<file path="src/hw/rtl/wbd_pkg.sv">
// wbd_pkg: shared constants, types and helpers for the 3x3 binary dilation block
// no dependencies; compiled first
`timescale 1ns / 1ps
`default_nettype none

package wbd_pkg;

    // geometry limits and pixel format
    localparam int MAX_WIDTH     = 1024;
    localparam int MAX_HEIGHT    = 4096;
    localparam int PIXEL_BITS    = 8;

    // derived widths
    localparam int COL_BITS      = $clog2(MAX_WIDTH);
    localparam int WCNT_BITS     = COL_BITS + 1;
    localparam int ROW_BITS      = $clog2(MAX_HEIGHT);
    localparam int HCNT_BITS     = ROW_BITS + 1;
    localparam int VROW_BITS     = HCNT_BITS + 1;

    // register field widths
    localparam int WID_BITS      = 11;
    localparam int HGT_BITS      = 13;
    localparam int MASK_BITS     = 9;
    localparam int CFG_IDX_BITS  = 2;
    localparam int CFG_DATA_BITS = 13;

    // register reset values
    localparam int WIDTH_RESET   = 640;
    localparam int HEIGHT_RESET  = 480;
    localparam int MASK_RESET    = 511;

    typedef logic [PIXEL_BITS-1:0] t_pix;

    localparam t_pix PIXEL_MAX = '1;

    // register indexes
    typedef enum logic [CFG_IDX_BITS-1:0] {
        CFG_WIDTH  = 2'd0,
        CFG_HEIGHT = 2'd1,
        CFG_MASK   = 2'd2
    } t_cfg_idx;

    // item opcodes
    typedef enum logic {
        OP_PIXEL = 1'b0,
        OP_DRAIN = 1'b1
    } t_op;

    // one window step as decided by the scan logic
    typedef struct packed {
        logic                 push;
        logic [COL_BITS-1:0]  ci;
        t_pix                 pix;
        logic                 res_valid;
        logic [MASK_BITS-1:0] emask;
        logic                 last;
    } t_scan_item;

    // result item
    typedef struct packed {
        t_pix pixel_out;
        logic frame_last;
    } t_res;

    // zero reads as one, oversize reads as the maximum
    function automatic logic [WCNT_BITS-1:0] clamp_width(input logic [WID_BITS-1:0] v);
        if (v == '0) begin
            return WCNT_BITS'(1);
        end else if (int'(v) > MAX_WIDTH) begin
            return WCNT_BITS'(MAX_WIDTH);
        end else begin
            return WCNT_BITS'(v);
        end
    endfunction

    function automatic logic [HCNT_BITS-1:0] clamp_height(input logic [HGT_BITS-1:0] v);
        if (v == '0) begin
            return HCNT_BITS'(1);
        end else if (int'(v) > MAX_HEIGHT) begin
            return HCNT_BITS'(MAX_HEIGHT);
        end else begin
            return HCNT_BITS'(v);
        end
    endfunction

endpackage

`default_nettype wire

</file>
<file path="src/hw/rtl/wbd_intf.sv">
// wbd_intf: valid/ready channel interfaces for pixel items, results and config writes
// depends on wbd_pkg
`timescale 1ns / 1ps
`default_nettype none


interface wbd_res_if;
    import wbd_pkg::*;

    logic valid;
    logic ready;
    t_pix pixel_out;
    logic frame_last;

    modport source (output valid, output pixel_out, output frame_last, input ready);
    modport sink   (input valid, input pixel_out, input frame_last, output ready);
endinterface


`default_nettype wire

</file>
<file path="src/hw/rtl/wbd_obuf.sv">
// wbd_obuf: two-entry result buffer between the window stage and the result channel
// depends on wbd_pkg and wbd_intf
`timescale 1ns / 1ps
`default_nettype none

module wbd_obuf (
    input  wire logic             i_clk,
    input  wire logic             i_rst_n,
    input  wire logic             i_push,
    input  wire wbd_pkg::t_res    i_res,
    output logic                  o_space,
    wbd_res_if.source             o_res
);
    import wbd_pkg::*;

    t_res       r_buf [2];
    logic       r_wr_ptr, n_wr_ptr;
    logic       r_rd_ptr, n_rd_ptr;
    logic [1:0] r_count,  n_count;
    logic       pop;
    t_res       head;

    // space is judged on the registered count only
    assign o_space = (r_count != 2'd2);
    assign pop     = o_res.valid && o_res.ready;

    always_comb begin
        head             = r_buf[r_rd_ptr];
        o_res.valid      = (r_count != 2'd0);
        o_res.pixel_out  = head.pixel_out;
        o_res.frame_last = head.frame_last;
    end

    // pointer and count update
    always_comb begin
        n_wr_ptr = i_push ? !r_wr_ptr : r_wr_ptr;
        n_rd_ptr = pop ? !r_rd_ptr : r_rd_ptr;
        n_count  = r_count;
        if (i_push && !pop) begin
            n_count = r_count + 2'd1;
        end else if (!i_push && pop) begin
            n_count = r_count - 2'd1;
        end
    end

    always_ff @(posedge i_clk) begin
        if (!i_rst_n) begin
            r_wr_ptr <= 1'b0;
            r_rd_ptr <= 1'b0;
            r_count  <= 2'd0;
        end else begin
            r_wr_ptr <= n_wr_ptr;
            r_rd_ptr <= n_rd_ptr;
            r_count  <= n_count;
        end
    end

    always_ff @(posedge i_clk) begin
        if (i_push) begin
            r_buf[r_wr_ptr] <= i_res;
        end
    end

endmodule

`default_nettype wire

</file>
<file path="src/flat_wrapper.sv">
// flat-port wrapper written by rule: the top's interface ports become plain ports
module wbd_obuf_flat import wbd_pkg::*;
  (i_clk, i_rst_n, i_push, i_res, o_space, o_res_valid, o_res_pixel_out, o_res_frame_last, o_res_ready);
  wbd_res_if o_res_i ();
  input  wire logic i_clk;
  input  wire logic i_rst_n;
  input  wire logic i_push;
  input  wire wbd_pkg::t_res i_res;
  output logic o_space;
  output wire logic [$bits(o_res_i.valid)-1:0] o_res_valid;
  output wire logic [$bits(o_res_i.pixel_out)-1:0] o_res_pixel_out;
  output wire logic [$bits(o_res_i.frame_last)-1:0] o_res_frame_last;
  input wire logic [$bits(o_res_i.ready)-1:0] o_res_ready;
  assign o_res_valid = o_res_i.valid;
  assign o_res_pixel_out = o_res_i.pixel_out;
  assign o_res_frame_last = o_res_i.frame_last;
  assign o_res_i.ready = o_res_ready;
  wbd_obuf u_core (.i_clk(i_clk), .i_rst_n(i_rst_n), .i_push(i_push), .i_res(i_res), .o_space(o_space), .o_res(o_res_i));
endmodule
</file>
<file path="config.mk">
export PLATFORM = sky130hd
export DESIGN_NAME = wbd_obuf_flat
export DESIGN_NICKNAME = d
export VERILOG_FILES = /design/src/hw/rtl/wbd_pkg.sv /design/src/hw/rtl/wbd_intf.sv /design/src/hw/rtl/wbd_obuf.sv /design/src/flat_wrapper.sv
export SDC_FILE = /design/constraint.sdc
export NUM_CORES = 1
export LEC_CHECK = 0
export BUFFER_PORTS_ARGS = -buffer_cell sky130_fd_sc_hd__buf_4
export CAP_MARGIN = 30
export CELL_PAD_IN_SITES_DETAIL_PLACEMENT = 2
export CELL_PAD_IN_SITES_GLOBAL_PLACEMENT = 2
export CORE_MARGIN = 1
export CORE_UTILIZATION = 39
export CTS_BUF_LIST = sky130_fd_sc_hd__clkbuf_2
export DETAILED_ROUTE_END_ITERATION = 16
export GPL_TIMING_DRIVEN = 0
export PLACE_DENSITY_LB_ADDON = 0.05
export RECOVER_POWER = 25
export SLEW_MARGIN = 20
export SYNTH_ARGS = -nofsm -noshare
export SYNTH_HDL_FRONTEND = slang
export SYNTH_SLANG_ARGS = --single-unit
</file>
<file path="constraint.sdc">
create_clock -name i_clk -period 3.05 [get_ports i_clk]
set_input_delay 0.61 -clock i_clk [delete_from_list [all_inputs] [get_ports i_clk]]
set_output_delay 0.61 -clock i_clk [all_outputs]
set_load 0.1 [all_outputs]
</file>
==> results.txt, run 1 <==
Status = finished clean
Port bufs = 23
Post-CTS Repair Setup Buffers = 0
Worst setup SP type = flip-flop
Root Buffer Master = clkbuf_2
Worst setup EP type = output pin
Largest net degree at the start of global routing = 14
Post-cts resize count = 0
#FFs+latches synth = 23
Synthesized Nets = 64
First-pass GRT wire length = 2710 µm
Syn Inst Count = 50
Tot GR Track Use = 0.163
CP max FO = 9
Clk_lat worst skew = 320 ps
Max Clk Rate = 471 MHz
Vias in the first global route = 564
Sequential share of the synthesized area = 0.739
Final worst-path cycle share = 0.696
Fraction of layout cells with a size suffix above 1 = 0.338
# hold bufs at CTS = 0
Nets = 92
Worst path cell trace = buf_2 -> mux2_1 -> buf_4
Die X = 49.2 µm
Clock Sinks = 23
Ant diodes = 0
Syn-to-layout area delta = 25.3%
CTS buffer count = 3
Period minus WS final = 2120 ps
Setup tns final = 0 ps
Final GP Congestion = 0.663
Io pins = 24
Worst Clk Skew = 3.81 ps
Post-DRT Antenna Nets = 0
Via count = 496
Total Wirelength = 1620 µm
Worst EP required = 2440 ps
Actual slew at the worst max-slew pin = 897 ps
Slew Limit Headroom = 0.401
Core area = 2020 µm²
Bufs on Longest Clock Path = 2
Global route overflow = 0
Worst-path clk slew = 200 ps
Synth top area cells = edfxtp_1, mux2_1, dfxtp_1
H-tree Lvls = 1
Vias per cell = 4.77
Antenna violations before repair = 0
Crit-path slowest cell = mux2_1
Critical path arrival = 1510 ps
Area leader, netlist = edfxtp_1
Final Max Tran Viols = 0
Crit Path Category = flip-flop to output pin
DRC viols = 0
Fillers = 189
DR iter-0 viols = 2
Post-Syn Area = 867 µm²
Number of rows in the core area = 16
Yosys cell types = 16
RSZ-0062 raised after global routing = false
Initial Utilization = 0.429
Max-cap violations = 0
DR pass1 iterations = 2
Critical Path Max Stage Delay = 370 ps
Final-report hold violation count = 0
Synthesis Warnings = 0
WL/cell = 15.6 µm
Area share of the leading cell type in the synthesized netlist = 0.623
Final count of negative-setup-slack endpoints = 0
CTS tree = built
Vert. Die Dim = 49.2 µm
Min-Delay Path Class = input port to flip-flop
Avg Cell Area, Syn = 17.3 µm²
Die area = 2420 µm²
[synthesized netlist by cell type]
| library cell | instances |
|---|---|
| or2_1 | 1 |
| a21boi_1 | 1 |
| nor2b_1 | 2 |
| xor2_1 | 1 |
| buf_2 | 1 |
| xnor2_1 | 2 |
| edfxtp_1 | 18 |
| dfxtp_1 | 5 |
| and2_1 | 4 |
| mux2_1 | 9 |
| o21a_1 | 1 |
| or3_1 | 1 |
| o21ai_1 | 1 |
| nand2b_1 | 1 |
| o21ai_0 | 1 |
| ha_1 | 1 |
[final cells by class]
type                       instances  area [µm²]  area share
tap                               27        33.8      0.0311
multi-input combinational         26         221       0.204
buffer                             1        5.00     0.00461
timing repair buffer              23         165       0.152
sequential                        23         641       0.590
clock inverter                     1        5.00     0.00461
clock buffer                       3        15.0      0.0138
[flip-flops by register name, indices dropped and copies added (netlist names), named ones only]
| register | flops |
|---|---|
| u_core.r_buf | 18 |
| u_core.r_count | 2 |
| u_core.r_rd_ptr | 1 |
| u_core.r_wr_ptr | 1 |
[critical path, delay by kind of cell (launching register included)]
family	cells	cell delay, ps
buffers and inverters	2	470
flip-flops	1	350
multiplexers	1	370
[cells by family (layout without fill, tap and decap cells)]
group	after synthesis	in the layout	synth area share
flops	23	23	0.739
compound gates	4	4	0.0289
simple gates	9	9	0.0649
buf+inv	1	28	0.00577
xor+xnor	3	3	0.0303
mux	9	9	0.117
fa+ha+maj	1	1	0.0144
[stage by stage]
| stage | area [µm²] | setup slack (ps) | instances | utilization | hold slack, ps |
|---|---|---|---|---|---|
| 2_1_floorplan | 867 | 1220 | 50 | - | 479 |
| 3_3_place_gp | 1070 | 1230 | 100 | 0.531 | 512 |
| 3_5_place_dp | 1070 | 1190 | 100 | 0.531 | 568 |
| 4_1_cts | 1090 | 904 | 104 | 0.541 | 430 |
| 5_1_grt | 1090 | 850 | 104 | 0.537 | 430 |
| 6_report | 1090 | 927 | 104 | 0.537 | 456 |
[routing by layer]
layer,vias up,share of wire,GRT usage
met2,14,0.57,0.311
met4,0,0.0092,0.0588
met5,-,0,0
li1,237,-,-
met3,2,0.039,0.0374
met1,243,0.38,0.171
[layout by cell type (no fill, tap or decap), drive strengths merged]
master,n
edfxtp,18
buf,17
clkbuf,10
mux2,9
dfxtp,5
and2,4
xnor2,2
nor2b,2
o21ai,2
or2,1
nand2b,1
o21a,1
xor2,1
or3,1
a21boi,1
ha,1
clkinv,1
[final timing paths]
check                           slack, ps                             end  cells past startpoint                            from
worst max-delay path                  930              o_res_pixel_out[0]                      3                       flip-flop
worst min-delay path                  460    u_core.r_buf[1][4]$_DFFE_PP_                      1                        i_res[4]
worst max register to register       1510  u_core.r_count[1]$_SDFFE_PN0P_                      4  u_core.r_count[0]$_SDFFE_PN0P_
worst min register to register        580  u_core.r_count[1]$_SDFFE_PN0P_                      2  u_core.r_count[1]$_SDFFE_PN0P_
Power of run 1 is not shown: default switching activity piles up to over one toggle a cycle in this logic, so the estimate is an artifact.
==> run 2, diff against run 1 <==
CORE_UTILIZATION = 36   (was 39)
clock period = 2.2 ns   (was 3.05 ns; I/O delays follow)
==> results.txt, run 2 (synthesis results as in run 1) <==
Status = finished clean
Worst setup SP type = flip-flop
Buf/Inv on CP = 2 (unchanged)
Final count of negative-setup-slack endpoints = 0 (unchanged)
Largest net degree at the start of global routing = 14 (unchanged)
Die X = 51.1 µm (+3.9%)
Max-cap violations = 0 (unchanged)
Commonest non-fill, non-tap cells in the layout = edfxtp_1, buf_4, mux2_1, dfxtp_1, clkbuf_4
Fillers = 224 (+19%)
Worst setup EP type = output pin
CTS tree = built
Global route overflow = 0 (unchanged)
Final-report hold violation count = 0 (unchanged)
Vias per cell = 4.63 (-2.9%)
Initial Utilization = 0.388 (-0.0406)
Most common cell after layout, fill and taps aside = edfxtp_1
Top delay family on crit path = buffers and inverters
Fraction of layout cells with a size suffix above 1 = 0.346 (+0.00849)
Critical Path Max Stage Delay = 350 ps (-20 ps)
DR iter-0 viols = 1 (-1)
Die area = 2610 µm² (+8.0%)
Tot GR Track Use = 0.129 (-0.0346)
Crit Path Category = flip-flop to output pin
Top Registers = u_core.r_buf (18), u_core.r_count (2)
Root Buffer Master = clkbuf_2
Hold Crit Endpoint = u_core.r_buf[0][0]$_DFFE_PP_
Worst EP required = 1760 ps (-680 ps)
Slew Limit Headroom = 0.714 (+0.314)
Register Area = 641 µm² (unchanged)
Nets = 93 (+1.1%)
Core area = 2230 µm² (+10%)
# hold bufs at CTS = 0 (unchanged)
Syn-to-layout area delta = 26.3%
Multi-input logic area = 221 µm² (unchanged)
Antenna violations before repair = 0 (unchanged)
DR pass1 iterations = 2 (unchanged)
Number of rows in the core area = 17 (+1)
Vert. Die Dim = 51.1 µm (+3.9%)
Final worst-path cycle share = 0.873
Min-Delay Path Class = input port to flip-flop
Hold Crit Start = i_res[0]
Via count = 491 (-1.0%)
R2R setup slack = 700 ps (-810 ps)
Bufs on Longest Clock Path = 2 (unchanged)
Clock Sinks = 23 (unchanged)
Post-DRT Antenna Nets = 0 (unchanged)
Post-DP HPWL = 1080 µm
Layout Cells excl Fill = 106 (+1.9%)
CTS buffer count = 3 (unchanged)
DP Cell Count = 101 (+1.0%)
Reg2Reg Launch Point = u_core.r_count[0]$_SDFFE_PN0P_
DRC viols = 0 (unchanged)
Actual slew at the worst max-slew pin = 428 ps (-469 ps)
RSZ-0062 raised after global routing = false
Cell depth of the worst setup path = 3 (unchanged)
Port bufs = 23 (unchanged)
Final GP Congestion = 0.643 (-3.1%)
Hold path cells = 1 (unchanged)
Reg with most FFs = u_core.r_buf
WL/cell = 13.8 µm (-12%)
Final Max Tran Viols = 0 (unchanged)
Worst Clk Skew = 9.90 ps (+6.09 ps)
Vias in the first global route = 493 (-13%)
H-tree Lvls = 1 (unchanged)
Reg-to-reg critical path endpoint = u_core.r_count[1]$_SDFFE_PN0P_
Period minus WS final = 1920 ps
Worst-path clk slew = 210 ps (about the same)
Worst path cell trace = buf_2 -> mux2_1 -> buf_4
Cells on worst reg2reg path = 4 (unchanged)
Critical path arrival = 1480 ps (-30 ps)
Ant diodes = 0 (unchanged)
Largest register FFs = 18 (unchanged)
Post-cts resize count = 0 (unchanged)
Post-CTS Repair Setup Buffers = 0 (unchanged)
Total Wirelength = 1460 µm (-10%)
Max Clk Rate = 520 MHz
First-pass GRT wire length = 2330 µm (-14%)
Io pins = 24 (unchanged)
Clk_lat worst skew = 320 ps (about the same)
Crit-path slowest cell = dfxtp_1
Setup tns final = 0 ps (unchanged)
CP max FO = 9 (unchanged)
## run 2: metal layers
metal  track usage  up-vias  part of all wire  wire [µm]
li1              -      240                 -          -
met1         0.165      234              0.46        673
met2         0.193       15              0.47        687
met3        0.0298        2             0.056         82
met4        0.0833        0             0.012         17
met5             0        -                 0          0
## run 2: how the worst max path moves through the flow
stage               startpoint                      endpoint
finish               flip-flop              o_res_frame_last
global route         flip-flop            o_res_pixel_out[2]
CTS                  flip-flop            o_res_pixel_out[2]
detailed placement      i_push  u_core.r_buf[0][8]$_DFFE_PP_
global placement        i_push  u_core.r_buf[0][4]$_DFFE_PP_
floorplan            flip-flop              o_res_frame_last
## run 2: area by class of cell
class | instances | area share
buffer | 1 | 0.00457
multi-input combinational | 26 | 0.202
sequential | 23 | 0.585
timing repair buffer | 24 | 0.158
clock inverter | 1 | 0.00457
tap | 28 | 0.0320
clock buffer | 3 | 0.0137
## run 2: stage by stage
step            util  instance area [µm²]  setup slack (ps)  hold slack [ps]
2_1_floorplan      -                  867               535              479
3_3_place_gp   0.481                 1070               524              504
3_5_place_dp   0.481                 1070               511              522
4_1_cts        0.490                 1090               237              273
5_1_grt        0.490                 1090               191              266
6_report       0.490                 1090               279              294
Power of run 2 is left out for the same reason.
==> run 3, diff against run 2 <==
SETUP_SLACK_MARGIN = 0.3   (was default)
==> results.txt, run 3 (synthesis results as in run 1) <==
Worst-path clk slew = 210 ps (about the same)
Post-DP HPWL = 1080 µm (unchanged)
Critical path arrival = 1390 ps (-90 ps)
H-tree Lvls = 1 (unchanged)
Largest net degree at the start of global routing = 14 (unchanged)
DR iter-0 viols = 1 (unchanged)
Final worst-path cycle share = 0.833 (-0.0403)
Io pins = 24 (unchanged)
Reg with most FFs = u_core.r_buf
Nets = 93 (unchanged)
Tot GR Track Use = 0.129 (unchanged)
WL/cell = 13.7 µm (-0.48%)
Status = finished clean
CTS tree = built
RSZ-0062 raised after global routing = false
Vert. Die Dim = 51.1 µm (unchanged)
Post-DP Area = 1070 µm² (unchanged)
Port bufs = 23 (unchanged)
Root Buffer Master = clkbuf_2
CP max FO = 9 (unchanged)
Fillers = 220 (-1.8%)
Largest register FFs = 18 (unchanged)
DR pass1 iterations = 2 (unchanged)
Total Wirelength = 1450 µm (-0.48%)
Worst setup EP type = output pin
Clock Sinks = 23 (unchanged)
Die area = 2610 µm² (unchanged)
Commonest non-fill, non-tap cells in the layout = edfxtp_1, buf_4, mux2_1, buf_6
Crit Path Category = flip-flop to output pin
Post-CTS Repair Setup Buffers = 0 (unchanged)
Final GP Congestion = 0.643 (unchanged)
Vias per cell = 4.66 (+0.61%)
Worst EP required = 1760 ps (about the same)
Max-cap violations = 0 (unchanged)
Worst Clk Skew = 9.57 ps (-0.327 ps)
First-pass GRT wire length = 2330 µm (unchanged)
Period minus WS final = 1830 ps (-88.7 ps)
Global route overflow = 0 (unchanged)
Min-Delay Path Class = input port to flip-flop
Most common cell after layout, fill and taps aside = edfxtp_1
DRC viols = 0 (unchanged)
Initial Utilization = 0.388 (unchanged)
CTS buffer count = 3 (unchanged)
Number of rows in the core area = 17 (unchanged)
Slew Limit Headroom = 0.715 (about the same)
Top Registers = u_core.r_buf (18), u_core.r_count (2)
Setup ws final = 367 ps (+88.7 ps)
Worst slack, placed = 511 ps (unchanged)
# hold bufs at CTS = 0 (unchanged)
Ant diodes = 0 (unchanged)
Syn-to-layout area delta = 29.1%
Final count of negative-setup-slack endpoints = 0 (unchanged)
Core area = 2230 µm² (unchanged)
Worst setup SP type = flip-flop
Die X = 51.1 µm (unchanged)
Bufs on Longest Clock Path = 2 (unchanged)
Vias in the first global route = 493 (unchanged)
Via count = 494 (+0.61%)
Setup tns final = 0 ps (unchanged)
Register Area = 641 µm² (unchanged)
Max Clk Rate = 546 MHz (+4.8%)
Post-cts resize count = 1 (+1)
Clk_lat worst skew = 320 ps (about the same)
Final Max Tran Viols = 0 (unchanged)
Antenna violations before repair = 0 (unchanged)
Final-report hold violation count = 0 (unchanged)
Finished Cell Area = 1120 µm² (+2.3%)
Fraction of layout cells with a size suffix above 1 = 0.346 (unchanged)
Post-DRT Antenna Nets = 0 (unchanged)
Actual slew at the worst max-slew pin = 428 ps (-0.242 ps)
R2R setup slack = 700 ps (about the same)
Multi-input logic area = 221 µm² (unchanged)
## run 3: final timing paths
path                                                     start                             end  depth (start not counted)
worst max-delay path                                 flip-flop              o_res_pixel_out[5]                          3
worst min register to register  u_core.r_count[1]$_SDFFE_PN0P_  u_core.r_count[1]$_SDFFE_PN0P_                          2
worst max register to register  u_core.r_count[0]$_SDFFE_PN0P_  u_core.r_count[1]$_SDFFE_PN0P_                          4
worst min-delay path                                  i_res[0]    u_core.r_buf[0][0]$_DFFE_PP_                          1
## run 3: layout make-up
type                            count  area share
Buffer                              1      0.0101
Clock buffer                        3      0.0134
Multi-Input combinational cell     26       0.198
Sequential cell                    23       0.572
Tap cell                           28      0.0313
Timing Repair Buffer               24       0.171
Clock inverter                      1     0.00447
## run 3: metal layers
metal | routed length (µm) | share of wire | global-route usage | vias to the layer above
li1 | - | - | - | 240
met1 | 665 | 0.46 | 0.165 | 237
met2 | 687 | 0.47 | 0.193 | 15
met3 | 83 | 0.057 | 0.0298 | 2
met4 | 17 | 0.012 | 0.0833 | 0
met5 | 0 | 0 | 0 | -
## run 3: stage by stage
step           cells  utilization  hold slack, ps
2_1_floorplan     50            -             479
3_3_place_gp     101        0.481             504
3_5_place_dp     101        0.481             522
4_1_cts          105        0.491             273
5_1_grt          106        0.501             266
6_report         106        0.501             294
## run 3: critical path: stages, from the launching register on
cell     delay, ps
dfxtp_1        370
buf_6          150
mux2_1         330
buf_4          240
Power of run 3 is left out for the same reason.
