`src/hw/rtl/wbd_pkg.sv`:
```
// wbd_pkg: shared constants, types and helpers for the 3x3 binary dilation block
// no dependencies; compiled first
`timescale 1ns / 1ps
`default_nettype none

package wbd_pkg;

    // geometry limits and pixel format
    localparam int MAX_WIDTH     = 1024;
    localparam int MAX_HEIGHT    = 4096;
    localparam int PIXEL_BITS    = 8;

    // derived widths
    localparam int COL_BITS      = $clog2(MAX_WIDTH);
    localparam int WCNT_BITS     = COL_BITS + 1;
    localparam int ROW_BITS      = $clog2(MAX_HEIGHT);
    localparam int HCNT_BITS     = ROW_BITS + 1;
    localparam int VROW_BITS     = HCNT_BITS + 1;

    // register field widths
    localparam int WID_BITS      = 11;
    localparam int HGT_BITS      = 13;
    localparam int MASK_BITS     = 9;
    localparam int CFG_IDX_BITS  = 2;
    localparam int CFG_DATA_BITS = 13;

    // register reset values
    localparam int WIDTH_RESET   = 640;
    localparam int HEIGHT_RESET  = 480;
    localparam int MASK_RESET    = 511;

    typedef logic [PIXEL_BITS-1:0] t_pix;

    localparam t_pix PIXEL_MAX = '1;

    // register indexes
    typedef enum logic [CFG_IDX_BITS-1:0] {
        CFG_WIDTH  = 2'd0,
        CFG_HEIGHT = 2'd1,
        CFG_MASK   = 2'd2
    } t_cfg_idx;

    // item opcodes
    typedef enum logic {
        OP_PIXEL = 1'b0,
        OP_DRAIN = 1'b1
    } t_op;

    // one window step as decided by the scan logic
    typedef struct packed {
        logic                 push;
        logic [COL_BITS-1:0]  ci;
        t_pix                 pix;
        logic                 res_valid;
        logic [MASK_BITS-1:0] emask;
        logic                 last;
    } t_scan_item;

    // result item
    typedef struct packed {
        t_pix pixel_out;
        logic frame_last;
    } t_res;

    // zero reads as one, oversize reads as the maximum
    function automatic logic [WCNT_BITS-1:0] clamp_width(input logic [WID_BITS-1:0] v);
        if (v == '0) begin
            return WCNT_BITS'(1);
        end else if (int'(v) > MAX_WIDTH) begin
            return WCNT_BITS'(MAX_WIDTH);
        end else begin
            return WCNT_BITS'(v);
        end
    endfunction

    function automatic logic [HCNT_BITS-1:0] clamp_height(input logic [HGT_BITS-1:0] v);
        if (v == '0) begin
            return HCNT_BITS'(1);
        end else if (int'(v) > MAX_HEIGHT) begin
            return HCNT_BITS'(MAX_HEIGHT);
        end else begin
            return HCNT_BITS'(v);
        end
    endfunction

endpackage

`default_nettype wire

```
`src/hw/rtl/wbd_intf.sv`:
```
// wbd_intf: valid/ready channel interfaces for pixel items, results and config writes
// depends on wbd_pkg
`timescale 1ns / 1ps
`default_nettype none


interface wbd_cfg_if;
    import wbd_pkg::*;

    logic                     valid;
    logic                     ready;
    logic [CFG_IDX_BITS-1:0]  index;
    logic [CFG_DATA_BITS-1:0] data;

    modport source (output valid, output index, output data, input ready);
    modport sink   (input valid, input index, input data, output ready);
endinterface

`default_nettype wire

```
`src/hw/rtl/wbd_scan.sv`:
```
// wbd_scan: config registers, raster counters and window position decode
// depends on wbd_pkg and wbd_intf
`timescale 1ns / 1ps
`default_nettype none

module wbd_scan (
    input  wire logic                 i_clk,
    input  wire logic                 i_rst_n,
    wbd_cfg_if.sink                   i_cfg,
    input  wire logic                 i_accept,
    input  wire logic                 i_op,
    input  wire wbd_pkg::t_pix        i_pixel,
    output wbd_pkg::t_scan_item       o_item
);
    import wbd_pkg::*;

    logic [WCNT_BITS-1:0] r_width,  n_width;
    logic [HCNT_BITS-1:0] r_height, n_height;
    logic [MASK_BITS-1:0] r_mask,   n_mask;
    logic [COL_BITS-1:0]  r_col,    n_col;
    logic [ROW_BITS-1:0]  r_row,    n_row;
    logic [WCNT_BITS-1:0] r_drain,  n_drain;
    logic                 r_done,   n_done;

    logic                 is_pixel;
    logic                 drain_col;
    logic [VROW_BITS-1:0] vrow;
    logic [WCNT_BITS-1:0] vcol;
    logic [VROW_BITS-1:0] vsub;
    logic [VROW_BITS-1:0] crow;
    logic [WCNT_BITS-1:0] ccol;
    logic [2:0]           row_ok;
    logic [2:0]           col_ok;

    assign i_cfg.ready = 1'b1;

    // virtual position of this item; drain ticks walk one row past the frame
    always_comb begin
        is_pixel  = (t_op'(i_op) == OP_PIXEL);
        drain_col = (r_drain < r_width);
        if (is_pixel) begin
            vrow = VROW_BITS'(r_row);
            vcol = WCNT_BITS'(r_col);
        end else if (drain_col) begin
            vrow = VROW_BITS'(r_height);
            vcol = r_drain;
        end else begin
            vrow = VROW_BITS'(r_height) + VROW_BITS'(1);
            vcol = '0;
        end
    end

    // window center trails by one row and one pixel
    always_comb begin
        vsub = (vcol != '0) ? VROW_BITS'(1) : VROW_BITS'(2);
        crow = vrow - vsub;
        ccol = (vcol != '0) ? (vcol - WCNT_BITS'(1)) : (r_width - WCNT_BITS'(1));
        row_ok[0] = (crow != '0);
        row_ok[1] = 1'b1;
        row_ok[2] = (crow != VROW_BITS'(r_height) - VROW_BITS'(1));
        col_ok[0] = (ccol != '0);
        col_ok[1] = 1'b1;
        col_ok[2] = (ccol != r_width - WCNT_BITS'(1));

        o_item.push      = is_pixel || r_done;
        o_item.ci        = vcol[COL_BITS-1:0];
        o_item.pix       = is_pixel ? i_pixel : '0;
        o_item.res_valid = (vrow >= vsub) && (crow < VROW_BITS'(r_height));
        o_item.last      = !row_ok[2] && !col_ok[2];
        for (int i = 0; i < 3; i++) begin
            for (int j = 0; j < 3; j++) begin
                o_item.emask[i*3+j] = r_mask[i*3+j] && row_ok[i] && col_ok[j];
            end
        end
    end

    // register writes and counter stepping
    always_comb begin
        n_width  = r_width;
        n_height = r_height;
        n_mask   = r_mask;
        n_col    = r_col;
        n_row    = r_row;
        n_drain  = r_drain;
        n_done   = r_done;
        if (i_cfg.valid) begin
            unique case (t_cfg_idx'(i_cfg.index))
                CFG_WIDTH: begin
                    n_width = clamp_width(i_cfg.data[WID_BITS-1:0]);
                    n_col   = '0;
                    n_row   = '0;
                    n_drain = '0;
                    n_done  = 1'b0;
                end
                CFG_HEIGHT: begin
                    n_height = clamp_height(i_cfg.data[HGT_BITS-1:0]);
                    n_col    = '0;
                    n_row    = '0;
                    n_drain  = '0;
                    n_done   = 1'b0;
                end
                CFG_MASK: begin
                    n_mask = i_cfg.data[MASK_BITS-1:0];
                end
                default: begin
                end
            endcase
        end else if (i_accept) begin
            if (is_pixel) begin
                // a pixel during a pending tail starts the next frame
                if (r_done) begin
                    n_done  = 1'b0;
                    n_drain = '0;
                end
                if (WCNT_BITS'(r_col) + WCNT_BITS'(1) >= r_width) begin
                    n_col = '0;
                    if (HCNT_BITS'(r_row) + HCNT_BITS'(1) >= r_height) begin
                        n_row   = '0;
                        n_done  = 1'b1;
                        n_drain = '0;
                    end else begin
                        n_row = r_row + ROW_BITS'(1);
                    end
                end else begin
                    n_col = r_col + COL_BITS'(1);
                end
            end else if (r_done) begin
                if (r_drain >= r_width) begin
                    n_drain = '0;
                    n_done  = 1'b0;
                end else begin
                    n_drain = r_drain + WCNT_BITS'(1);
                end
            end
        end
    end

    always_ff @(posedge i_clk) begin
        if (!i_rst_n) begin
            r_width  <= WCNT_BITS'(WIDTH_RESET);
            r_height <= HCNT_BITS'(HEIGHT_RESET);
            r_mask   <= MASK_BITS'(MASK_RESET);
            r_col    <= '0;
            r_row    <= '0;
            r_drain  <= '0;
            r_done   <= 1'b0;
        end else begin
            r_width  <= n_width;
            r_height <= n_height;
            r_mask   <= n_mask;
            r_col    <= n_col;
            r_row    <= n_row;
            r_drain  <= n_drain;
            r_done   <= n_done;
        end
    end

endmodule

`default_nettype wire

```
`src/flat_wrapper.sv`:
```
// flat-port wrapper written by rule: the top's interface ports become plain ports
module wbd_scan_flat import wbd_pkg::*;
  (i_clk, i_rst_n, i_accept, i_op, i_pixel, o_item, i_cfg_valid, i_cfg_index, i_cfg_data, i_cfg_ready);
  wbd_cfg_if i_cfg_i ();
  input  wire logic i_clk;
  input  wire logic i_rst_n;
  input  wire logic i_accept;
  input  wire logic i_op;
  input  wire wbd_pkg::t_pix i_pixel;
  output wbd_pkg::t_scan_item o_item;
  input wire logic [$bits(i_cfg_i.valid)-1:0] i_cfg_valid;
  input wire logic [$bits(i_cfg_i.index)-1:0] i_cfg_index;
  input wire logic [$bits(i_cfg_i.data)-1:0] i_cfg_data;
  output wire logic [$bits(i_cfg_i.ready)-1:0] i_cfg_ready;
  assign i_cfg_i.valid = i_cfg_valid;
  assign i_cfg_i.index = i_cfg_index;
  assign i_cfg_i.data = i_cfg_data;
  assign i_cfg_ready = i_cfg_i.ready;
  wbd_scan u_core (.i_clk(i_clk), .i_rst_n(i_rst_n), .i_cfg(i_cfg_i), .i_accept(i_accept), .i_op(i_op), .i_pixel(i_pixel), .o_item(o_item));
endmodule
```
`config.mk`:
```
export PLATFORM = sky130hd
export DESIGN_NAME = wbd_scan_flat
export DESIGN_NICKNAME = d
export VERILOG_FILES = /design/src/hw/rtl/wbd_pkg.sv /design/src/hw/rtl/wbd_intf.sv /design/src/hw/rtl/wbd_scan.sv /design/src/flat_wrapper.sv
export SDC_FILE = /design/constraint.sdc
export NUM_CORES = 1
export LEC_CHECK = 0
export BUFFER_PORTS_ARGS = -buffer_cell sky130_fd_sc_hd__buf_4
export CAP_MARGIN = 20
export CORE_MARGIN = 2
export CORE_UTILIZATION = 25
export CTS_BUF_LIST = sky130_fd_sc_hd__clkbuf_8
export DETAILED_ROUTE_END_ITERATION = 12
export PLACE_DENSITY_LB_ADDON = 0.15
export SLEW_MARGIN = 30
export SYNTH_ARGS = -nofsm -noshare
export SYNTH_HDL_FRONTEND = slang
export SYNTH_SLANG_ARGS = --single-unit
```
`constraint.sdc`:
```
create_clock -name i_clk -period 10.5 [get_ports i_clk]
set_input_delay 2.1 -clock i_clk [delete_from_list [all_inputs] [get_ports i_clk]]
set_output_delay 2.1 -clock i_clk [all_outputs]
set_load 0.005 [all_outputs]
```
==> results of run 1 <==
==> sequential cells by signal (all words and copies together), names as in the netlist <==
signal and cells:
u_core.r_col 10, u_core.r_row 12, u_core.r_height 13, u_core.r_width 11, u_core.r_mask 9, u_core.r_done 1, u_core.r_drain 11
==> synth_stat cells, types with 5 or more instances <==
master / count / share of area [%]
a21o_1: 16 / 1.8
a21oi_1: 53 / 3.9
a22oi_1: 10 / 1.1
a2bb2oi_1: 6 / 0.78
a31oi_1: 12 / 1.1
a41oi_1: 7 / 0.91
and2_1: 12 / 1.1
and3_1: 21 / 1.9
clkbuf_1: 43 / 2.4
dfxtp_1: 67 / 20
ha_1: 58 / 11
inv_1: 46 / 2.6
nand2_1: 89 / 4.9
nand2b_1: 6 / 0.55
nand3_1: 47 / 3.5
nand3b_1: 8 / 0.89
nand4_1: 14 / 1.3
nor2_1: 81 / 4.5
nor2b_1: 11 / 1.0
nor3_1: 35 / 2.6
nor3b_1: 9 / 1.0
nor4_1: 11 / 1.0
o2111ai_1: 5 / 0.65
o211ai_1: 10 / 1.1
o21a_1: 8 / 0.89
o21ai_0: 40 / 3.0
or2_2: 8 / 0.74
or3_1: 8 / 0.74
or4_1: 9 / 1.0
xnor2_1: 57 / 7.4
xor2_1: 18 / 2.3
==> stage by stage <==
step	std cells	area, µm²
final	1287	7660
after global routing	1287	7660
after CTS	1287	7650
after detailed placement	1271	7410
after global placement	1271	7410
after floorplan	921	6770
==> tightest hold or removal path, stage by stage, from the launching register on <==
cell,delay (ps)
dfxtp_1,320
nand2_1,50
nand3_1,60
==> routing by layer <==
metal  wire, µm  vias up  global-route usage (%)
li1           -     3385                       -
met1      11000     3160                    22.1
met2      10700      135                    26.9
met3        715       21                    1.75
met4        471        0                    4.72
met5          0        -                       0
==> layout by cell type (no fill, tap or decap), types with 10 or more instances in the layout <==
| cell type | n |
|---|---|
| nand2_1 | 89 |
| inv_1 | 46 |
| nor3_1 | 35 |
| nor2b_1 | 11 |
| nor4_1 | 11 |
| a21oi_1 | 53 |
| a22oi_1 | 10 |
| a21o_1 | 16 |
| ha_1 | 58 |
| nor2_1 | 81 |
| nand4_1 | 14 |
| buf_4 | 65 |
| nand3_1 | 47 |
| xnor2_1 | 57 |
| o21ai_0 | 40 |
| dfxtp_1 | 67 |
| and3_1 | 21 |
| and2_1 | 12 |
| o211ai_1 | 10 |
| a31oi_1 | 11 |
| xor2_1 | 18 |
==> power by group through the flow <==
stage / Combinational, W / Sequential, W / Clock (W)
finish: 0.000204 / 0.000268 / 0.000273
global route: 0.000228 / 0.000269 / 0.000290
CTS: 0.000204 / 0.000268 / 0.000284
detailed placement: 0.000203 / 0.000274 / 0
global placement: 0.000204 / 0.000274 / 0
floorplan: 0.000146 / 0.000269 / 0
==> kinds of logic after synthesis <==
logic type	share of synthesized area, %
adder cells (fa/ha/maj)	10.9
AO/OA/AOI/OAI	23.1
AND/OR/NAND/NOR	28.7
other	0.0554
buffers and inverters	6.78
XOR/XNOR	10.0
flip-flops	19.8
multiplexers	0.610
==> path summary, 6_finish.rpt <==
path	cells after the start	endpoint	slack [ps]	from
worst max-delay path	21	o_item[10]	1050	i_op
worst min-delay path	2	u_core.r_mask[5]	470	u_core.r_mask[5]
worst min register to register	2	u_core.r_mask[5]	470	u_core.r_mask[5]
worst max register to register	13	u_core.r_drain[1]	6780	u_core.r_row[0]
==> layout make-up <==
class	instances	area, µm²	share of cell area [%]
Clock buffer	9	124	1.62
Inverter	50	188	2.45
Clock inverter	7	116	1.52
Timing Repair Buffer	65	488	6.37
Tap cell	341	427	5.57
Sequential cell	67	1340	17.5
Multi-Input combinational cell	748	4970	65.0
==> flow_metrics.py, run 1 <==
metrics = {
    "outcome": {
        "status": "completed",
    },
    "cells_and_area": {
        "nets": 1027,
        "layout-drive-gt1-share_pct": 11.7,
        "finish.utilization_pct": 28.6,
        "fillCellCount": 2941,
        "synthToLayoutAreaGrowth_pct": 13.1,
        "diodes": 0,
    },
    "die": {
        "die_y_um": 169,
        "row_count": 60,
        "core-area_um2": 26800,
        "start_util_pct": 25.3,
        "dieWidth_um": 169,
        "pin_count": 59,
        "die_area_um2": 28400,
    },
    "critical_path": {
        "path_cells": "buf_4 -> buf_4 -> nor3b_1 -> o21ai_0 -> nor3_1 -> a31o_2 -> and3_1 -> inv_1 -> ha_1 -> or2_2 -> or4_1 -> or3_2 -> nand2_1 -> ha_1 -> o21a_1 -> o21ai_0 -> nand2b_1 -> a21oi_1 -> o21ai_0 -> a311oi_1 -> buf_4",
        "path_delay_family": "simple AND/OR/NAND/NOR gates",
        "worstSetupPathType": "in2out",
        "crit_path_max_incr_delay_ps": 680,
        "path_buf_inv": 4,
        "crit_path_end_kind": "primary output",
        "required_ps": 8400,
        "worst-path-max-fanout": 67,
        "worstSetupStartpointType": "input pin",
        "slowest_stage": "or4_1",
        "cp_data_arrival_time_ps": 7350,
    },
    "sta": {
        "skew_ps": 16.1,
        "max_freq_mhz": 106,
        "relSlewSlack_pct": 49.2,
        "hold_violations": 0,
        "slew_viol_final": 0,
        "rsz0062_at_grt": "false",
        "setup_viol": 0,
        "tightest_slew_ps": 756,
        "whs_ps": 467,
        "min_period_ps": 9450,
        "tns_ps": 0,
        "timing.final.crit_share_pct": 90.0,
        "final.setup.worst_slack_ps": 1050,
    },
    "grt": {
        "grt_max_degree": 68,
        "antenna_found_initial": 0,
        "grt_pass1_vias": 6313,
        "grt_overflow": 0,
        "grt_pass1_wl_mm": 36.3,
        "grtUsageTotal_pct": 16.1,
    },
    "cts": {
        "postCtsSetupRepairBufs": 0,
        "htreeDepth": 3,
        "path_clk_slew_ps": 70,
        "cts-hold-fix-buffers": 0,
        "cts_tree": "done",
        "cts.repair.resized": 0,
        "cts_sinks": 67,
        "insertion_delay_ps": 370,
        "cts_buffer_depth": 2,
        "cts_buffers": 9,
        "root_buffer": "clkbuf_8",
    },
    "synth": {
        "syn_nets": 1007,
        "async_flop_share_pct": 0,
        "seq_area_frac_synth_pct": 19.8,
        "syn_avg_cell_area_um2": 7.35,
        "synth-seq-cells": 67,
        "ys_types": 84,
        "synthCells": 921,
        "synth.cell_area_um2": 6770,
        "synth_ff_type": "dfxtp_1",
        "yosys_warnings": 0,
        "synth_edf_count": 0,
    },
    "hold_path": {
        "min_path_type": "reg2reg",
    },
    "run": {
        "maxCapViolCount": 0,
    },
    "power_and_ir_drop": {
        "p_int_w": 0.000505,
        "p_sw_share_pct": 32.3,
        "p_comb_share_pct": 27.4,
        "sequentialPowerShare_pct": 36.0,
        "totalPowerFinal_w": 0.000745,
        "p_per_area_nw_per_um2": 97.3,
        "switching_power_w": 0.000240,
        "ir_worst_vdd_v": 0.0000462,
        "p_leak_nw": 3.08,
        "clock_power_share_pct": 36.6,
    },
    "place": {
        "io_buffer_count": 57,
        "post-place-ws_ps": 1080,
        "gp_congestion": 0.820,
        "hpwl_mm": 17.7,
    },
    "routing": {
        "drt-total-wl_mm": 22.8,
        "drc": 0,
        "route.vias.total": 6701,
        "drt-initial-drc-count": 442,
        "vias_per_cell": 5.21,
        "antenna_left": 0,
        "first_pass_iters": 5,
        "avgRoutedWirePerCell_um": 17.8,
    },
}
Note: power is estimated with default switching activity, not from simulation.
==> run 2, diff against run 1 <==
==> constraint.sdc (replaced) <==
create_clock -name i_clk -period 10.5 [get_ports i_clk]
set_input_delay 2.1 -clock i_clk [delete_from_list [all_inputs] [get_ports i_clk]]
set_output_delay 2.1 -clock i_clk [all_outputs]
set_load 0.1 [all_outputs]
==> run 2 against run 1 <==
Against the previous run: combinational power is 28% higher; sequential cell count stayed put; first-iteration DRC count is 5.0% lower; global-route usage is 0.13 points lower.
==> flow_metrics.py, run 2 (same netlist as run 1, synthesis figures left out) <==
metrics = {
    "outcome": {
        "status": "completed",
    },
    "routing": {
        "avgRoutedWirePerCell_um": 17.7,
        "route.vias.total": 6587,
        "first_pass_iters": 6,
        "antenna_left": 0,
        "vias_per_cell": 5.13,
        "drt-initial-drc-count": 420,
        "drc": 0,
        "drt-total-wl_mm": 22.7,
    },
    "grt": {
        "gr-usage-met3_pct": 1.82,
        "grt-busiest-layer": "met2",
        "grt_pass1_vias": 6272,
        "met2_usage_pct": 27.1,
        "grt_max_degree": 60,
        "grtUsageTotal_pct": 16.0,
        "grt_pass1_wl_mm": 36.1,
        "grt_overflow": 0,
        "use_met1_pct": 21.9,
        "antenna_found_initial": 0,
    },
    "critical_path": {
        "cp_data_arrival_time_ps": 7680,
        "crit_path_max_incr_delay_ps": 680,
        "slowest_stage": "or4_1",
        "cp.depth": 23,
        "worstSetupPathType": "in2out",
        "path_delay_family": "simple AND/OR/NAND/NOR gates",
        "worstRegToRegCells": 14,
        "worst-path-max-fanout": 22,
        "required_ps": 8400,
        "rrSetupSlack_ps": 6560,
        "path_buf_inv": 5,
        "path_cells": "buf_4 -> inv_1 -> buf_4 -> a2bb2oi_1 -> ha_1 -> o21ai_0 -> nor3_1 -> a31o_2 -> and3_1 -> inv_1 -> ha_1 -> or2_2 -> or4_1 -> or3_2 -> nand2_1 -> ha_1 -> o21a_1 -> o21ai_0 -> nand2b_1 -> a21oi_1 -> o21ai_0 -> a311oi_4 -> buf_4",
        "crit_path_end_kind": "primary output",
        "worstSetupStartpointType": "input pin",
    },
    "cells_and_area": {
        "nets": 1026,
        "layout_commonest_cell": "nand2_1",
        "largest-register": "u_core.r_height",
        "final_cell_mix": "nand2_1, nor2_1, dfxtp_1",
        "largest_reg_flops": 13,
        "top_regs": "u_core.r_height (13), u_core.r_row (12)",
        "diodes": 0,
        "layout.cells.non_filler": 1284,
        "layout-drive-gt1-share_pct": 11.6,
        "synthToLayoutAreaGrowth_pct": 12.4,
    },
    "hold_path": {
        "hold_depth": 2,
        "min_path_type": "reg2reg",
    },
    "place": {
        "hpwl_mm": 17.5,
        "io_buffer_count": 57,
        "numPlacedInstances": 1270,
        "gp_congestion": 0.824,
    },
    "sta": {
        "tns_ps": 0,
        "tightest_slew_ps": 807,
        "min_period_ps": 9780,
        "hold_violations": 0,
        "relSlewSlack_pct": 45.8,
        "max_freq_mhz": 102,
        "skew_ps": 11.9,
        "setup_viol": 0,
        "timing.final.crit_share_pct": 93.1,
        "slew_viol_final": 0,
        "rsz0062_at_grt": "false",
    },
    "cts": {
        "cts_buffer_depth": 2,
        "cts.repair.resized": 0,
        "cts_sinks": 67,
        "insertion_delay_ps": 360,
        "cts_buffers": 9,
        "cts-hold-fix-buffers": 0,
        "path_clk_slew_ps": 70,
        "postCtsSetupRepairBufs": 0,
        "htreeDepth": 3,
        "cts_tree": "done",
        "root_buffer": "clkbuf_8",
    },
    "power_and_ir_drop": {
        "ir_worst_vdd_v": 0.0000555,
        "p_per_area_nw_per_um2": 98.0,
        "p_leak_nw": 3.06,
    },
    "run": {
        "maxCapViolCount": 0,
    },
    "die": {
        "row_count": 60,
        "core-area_um2": 26800,
        "die_area_um2": 28400,
        "start_util_pct": 25.3,
        "dieWidth_um": 169,
        "pin_count": 59,
        "die_y_um": 169,
    },
}
run 2: changes by cell type in the layout (fill, tap and decap cells not counted), sizes merged:
cell and change:
buf -1, inv +1, clkinvlp -1, bufinv -2, clkbuf +1, clkinv -1
run 2: cell type report:
cell class | count | area, µm²
clock inverters | 4 | 43.8
multi-input cells | 748 | 4990
repair buffers | 64 | 480
fillers | 2924 | 19200
well taps | 341 | 427
clock buffers | 10 | 138
flip-flops and latches | 67 | 1340
inverters | 50 | 188
run 2: worst reg2reg max path: stages (launching register included):
cell	delay, ps
dfxtp_1	450
ha_1	250
and3_1	300
nand3_1	260
or2_2	380
xnor2_1	220
ha_1	270
o21ai_0	150
nand2b_1	70
a21oi_1	190
nor2_1	100
a211oi_1	700
buf_4	290
nand4_1	100
o311ai_0	100
run 2: metal layers:
layer / wire (µm) / vias to the layer above
met3: 619 / 11
li1: - / 3382
met2: 10700 / 121
met5: 0 / -
met4: 259 / 0
met1: 11100 / 3073
run 2: worst paths after layout:
path	from	to
hold reg to reg	u_core.r_width[8]	u_core.r_width[8]
hold / removal	u_core.r_width[8]	u_core.r_width[8]
setup reg to reg	u_core.r_row[0]	u_core.r_row[2]
setup / recovery	i_op	o_item[10]
run 2: stage by stage:
| stage | total power (W) | utilization [%] | hold WS, ps | setup WS (ps) | area (µm²) |
|---|---|---|---|---|---|
| 6_report | 0.000746 | 28.4 | 460 | 723 | 7610 |
| 5_1_grt | 0.000790 | 28.4 | 481 | 252 | 7610 |
| 4_1_cts | 0.000755 | 28.4 | 459 | 692 | 7610 |
| 3_5_place_dp | 0.000534 | 27.7 | 447 | 698 | 7430 |
| 3_3_place_gp | 0.000535 | 27.7 | 443 | 832 | 7420 |
| 2_1_floorplan | 0.000472 | - | 432 | 109 | 6800 |
run 2: power by group:
group	switching [W]	total, W	internal, W
sequential	0.00000868	0.000268	0.000259
combinational	0.000170	0.000261	0.0000903
clock	0.000105	0.000217	0.000112
